**config.mk**
```make
export PLATFORM = sky130hd
export DESIGN_NAME = adlc_blend
export DESIGN_NICKNAME = d
export VERILOG_FILES = /design/src/sv/adlc_pkg.sv /design/src/sv/adlc_blend.sv
export SDC_FILE = /design/constraint.sdc
export NUM_CORES = 1
export LEC_CHECK = 0
export BUFFER_PORTS_ARGS = -buffer_cell sky130_fd_sc_hd__buf_4
export CAP_MARGIN = 20
export CORE_MARGIN = 2
export CORE_UTILIZATION = 54
export DETAILED_ROUTE_END_ITERATION = 10
export GPL_TIMING_DRIVEN = 0
export PLACE_DENSITY_LB_ADDON = 0.15
export SLEW_MARGIN = 15
export SYNTH_ARGS = -nofsm -noshare
export SYNTH_HDL_FRONTEND = slang
export SYNTH_SLANG_ARGS = --single-unit
export TNS_END_PERCENT = 100
```
**constraint.sdc**
```tcl
create_clock -name clock -period 23.2 [get_ports clock]
set_input_delay 4.64 -clock clock [delete_from_list [all_inputs] [get_ports clock]]
set_output_delay 4.64 -clock clock [all_outputs]
set_load 0.02 [all_outputs]
```
**src/sv/adlc_pkg.sv**
```systemverilog
// Shared widths, register indexes, item codes and the tap control record.
package adlc_pkg;

   localparam int SAMPLE_W = 24;
   localparam int DELAY_W  = 12;
   localparam int LEN_W    = 13;
   localparam int STEP_W   = 18;
   localparam int MIX_W    = 17;
   localparam int IDX_W    = 2;
   localparam int PROD_W   = SAMPLE_W + 1 + MIX_W + 1;

   localparam logic [MIX_W-1:0] MIX_ONE = MIX_W'(65536);

   localparam logic [IDX_W-1:0] REG_DELAY     = IDX_W'(0);
   localparam logic [IDX_W-1:0] REG_BLOCK_LEN = IDX_W'(1);
   localparam logic [IDX_W-1:0] REG_RAMP_STEP = IDX_W'(2);

   localparam logic OP_SAMPLE = 1'b0;
   localparam logic OP_PAUSE  = 1'b1;

   // What the blend stage needs besides the two memory words. A mix of zero
   // selects the old tap and a mix of one selects the new tap exactly.
   typedef struct packed {
      logic                       fwd_old;
      logic                       fwd_new;
      logic signed [SAMPLE_W-1:0] sample;
      logic [MIX_W-1:0]           mix;
   } tap_ctl_type;

endpackage

```
**src/sv/adlc_blend.sv**
```systemverilog
// Crossfade datapath: tap forwarding, difference times mix, then the final add.
module adlc_blend (
   input  logic                                clock,
   input  logic                                reset,
   input  logic                                advance,
   input  logic                                s1_valid,
   input  logic signed [adlc_pkg::SAMPLE_W-1:0] rd_old,
   input  logic signed [adlc_pkg::SAMPLE_W-1:0] rd_new,
   input  adlc_pkg::tap_ctl_type               ctl,
   output logic                                s2_valid,
   output logic signed [adlc_pkg::SAMPLE_W-1:0] result
);
   import adlc_pkg::*;

   logic signed [SAMPLE_W-1:0] old_s;
   logic signed [SAMPLE_W-1:0] new_s;
   logic signed [SAMPLE_W:0]   diff;
   logic signed [PROD_W-1:0]   prod_in;
   logic signed [PROD_W-1:0]   prod_ff;
   logic signed [SAMPLE_W-1:0] base_ff;
   logic                       s2_valid_ff;
   logic signed [PROD_W-16:0]  sum;

   // A tap that lands on the entry written in the same cycle takes the sample.
   assign old_s   = ctl.fwd_old ? ctl.sample : rd_old;
   assign new_s   = ctl.fwd_new ? ctl.sample : rd_new;
   assign diff    = (SAMPLE_W+1)'(new_s) - (SAMPLE_W+1)'(old_s);
   assign prod_in = PROD_W'(diff) * PROD_W'($signed({1'b0, ctl.mix}));

   always_ff @(posedge clock) begin
      if (reset) begin
         s2_valid_ff <= 1'b0;
      end else if (advance) begin
         s2_valid_ff <= s1_valid;
      end
   end

   always_ff @(posedge clock) begin
      if (advance) begin
         prod_ff <= prod_in;
         base_ff <= old_s;
      end
   end

   // old*65536 is a multiple of 65536, so the floor only touches the product.
   assign sum      = (PROD_W-15)'(base_ff) + $signed(prod_ff[PROD_W-1:16]);
   assign result   = sum[SAMPLE_W-1:0];
   assign s2_valid = s2_valid_ff;

endmodule

```
==> run summary <==
DR iter-0 viols: 1139
fin cells: 2791
Critical Path Max Stage Delay: 0.89 ns
reg2reg setup slack: 22.61 ns
worst hold-check path type: flop to flop
fmax: 63.8 MHz
Final min period: 15.68 ns
Total Routing Usage GR: 30.1%
critical path class: input pin to flop
Placed Instances: 2780
crit share post-route: 67.6%
vias in the first global route: 16100
FF-to-FF End: s2_valid$_SDFFE_PP0P_
fin area: 21100 um2
Post-Syn Nets: 2851
first-pass GRT wire length: 86.7 mm
clock root buffer: clkbuf_16
drt drc: 12
CTS tree: yes
Max Cap Viol: 0
failing checks: DRC
CP dominant cell by count: fa_1
clk slew on worst S/H paths: 0.07 ns
asr flop ratio synth: 0%
aggregate global routing overflow: 0
top-area cell type share of the netlist area: 40.5%
WL final: 54.7 mm
final setup skew: 0 ns
Final ANT Viol Nets: 0
Post-CTS Setup Inserts: 0
Worst EP arrival: 15.73 ns
largest area contributor in the netlist: fa_1
outcome: finished with violations
largest net degree at the start of global routing: 50
initial antenna violation count: 2
Post-synth EDFFs: 48
Setup violations, final: 0
Starting Density: 54.9%
worst slew pin tran: 1.22 ns
detailed-route via count: 15400
area of the die: 37800 um2
Num CTS Buffers: 5
Critical Path Fanout Max: 10
CP Launch Point: ctl[42]
synth-to-layout area growth: 7.85%
total iterations of the first detailed-routing run: 11
Hold Violations, Final: 0
clk_lat worst skew: 0.30 ns
Port Buf Inserts: 100
Seq/Total Area, Yosys: 7.47%
Yosys cell types: 72
number of core rows: 69
post-synthesis average cell area: 8.82 um2
unrepaired setup endpoints after global routing: false
Vias per Instance: 5.50
clock sinks: 49
H-Tree Depth: 2
Core ar.: 35700 um2
worst path required time: 23.26 ns
Slowest cell on crit path: a2111oi_1
Syn. warnings: 0
final-layout fill cell count: 3240
TNS Setup: 0 ns
maximum buffer depth of the clock tree: 2
nets@finish: 2960
post-DP HPWL: 46.3 mm
Die Span X: 194 um
Final Max Tran Viols: 0
CP Capture Point: prod_ff[38]$_DFFE_PP_
Avg WL per Cell: 19.6 um
CP Capture Type: flop
FF-to-FF Start: s2_valid$_SDFFE_PP0P_
Post-Syn Area: 19600 um2
CTS resizes: 0
Reg2Reg Depth: 2
Worst setup SP type: input pin
Synth Flop Type: edfxtp_1
gpl congestion: 0.940
layout cells sized above 1: 6.70%
hold buffers post-CTS: 0
Seq cells post-synth: 49
Cells after Synth: 2219
dpl cell area: 20900 um2
Synth area leaders: fa_1, inv_1, ha_1
IO Count: 120
Slew HR: 18.0%
Die H: 194 um
WHS: 0.511 ns
metrics by stage:
stage | util [%] | worst slack, ns
3_3_place_gp | 58.6 | 7.11
3_5_place_dp | 58.6 | 7.25
6_report | 59.2 | 7.52
4_1_cts | 59.1 | 7.57
5_1_grt | 59.2 | 6.98
2_1_floorplan | - | 10.09
Yosys cell counts, types with 19 or more instances:
master    number
ha_1         141
a21oi_1       65
inv_1        516
nor2b_1       47
edfxtp_1      48
nand2_1      304
xnor2_1       51
mux2i_1       37
nor2_1        47
fa_1         396
nand4_1       19
a21o_1        25
mux2_2        23
o21ai_0       42
and2_1       161
nand2b_1      28
xor2_1        20
clkbuf_1      93
layout by cell type, fill, tap and decap left out, types with 25 or more instances in the layout:
cell type and count:
nor2_1 47, xnor2_1 51, o21ai_0 42, nand2b_1 28, clkbuf_1 93, nand2_1 304, inv_1 516, and2_1 161
a21o_1 25, edfxtp_1 48, buf_4 102, fa_1 396, ha_1 141, mux2i_1 37, a21oi_1 65, nor2b_1 47
worst max-delay path, delay by kind of cell:
family                     cells  cell delay (ns)
xor gates and xnor gates       1             0.81
adders and majority gates      8             3.63
buffers and inverters          6             2.01
AOI/OAI and AO/OA              8             2.89
and+or+nand+nor                7             1.40
muxes                          1             0.35
worst min path at each step:
stage,start,to,cells after the start
6_report,s2_valid$_SDFFE_PP0P_,s2_valid$_SDFFE_PP0P_,2
3_3_place_gp,s2_valid$_SDFFE_PP0P_,s2_valid$_SDFFE_PP0P_,2
3_5_place_dp,s2_valid$_SDFFE_PP0P_,s2_valid$_SDFFE_PP0P_,2
4_1_cts,s2_valid$_SDFFE_PP0P_,s2_valid$_SDFFE_PP0P_,2
5_1_grt,s2_valid$_SDFFE_PP0P_,s2_valid$_SDFFE_PP0P_,2
2_1_floorplan,s2_valid$_SDFFE_PP0P_,s2_valid$_SDFFE_PP0P_,2
layer usage:
metal	global-route usage (%)	share of wire, %
met1	38.3	41
met2	52.1	49
met3	3.63	5.6
met4	13.2	5.1
met5	0	0
sequential cells by signal, summed over array words and instances, names as in the netlist:
register and flops:
base_ff 24, prod_ff 24, s2_valid 1
final cells by class:
type	instances	area [um2]	area share [%]
Multi-Input combinational cell	1549	15800	74.7
Inverter	516	1940	9.18
Sequential cell	49	1460	6.92
Timing Repair Buffer	102	766	3.63
Tap cell	461	577	2.73
Buffer	105	407	1.93
Clock buffer	5	125	0.593
Clock inverter	3	65.1	0.308
Antenna cell	1	2.50	0.0119
cell families (layout without fill, tap and decap cells):
| kind of cell | Yosys count | count (layout) | share of synthesized area, % |
|---|---|---|---|
| buf+inv | 621 | 731 | 12.0 |
| compound gates | 224 | 224 | 7.79 |
| mux | 67 | 67 | 3.62 |
| simple gates | 648 | 648 | 16.2 |
| fa+ha+maj | 537 | 537 | 49.5 |
| xor+xnor | 73 | 73 | 3.38 |
| other cells | 0 | 1 | 0 |
| flops | 49 | 49 | 7.47 |
Power is left out: the tool's default activity adds up to more than one toggle a clock period on the data nets, which glitch-free logic cannot reach.
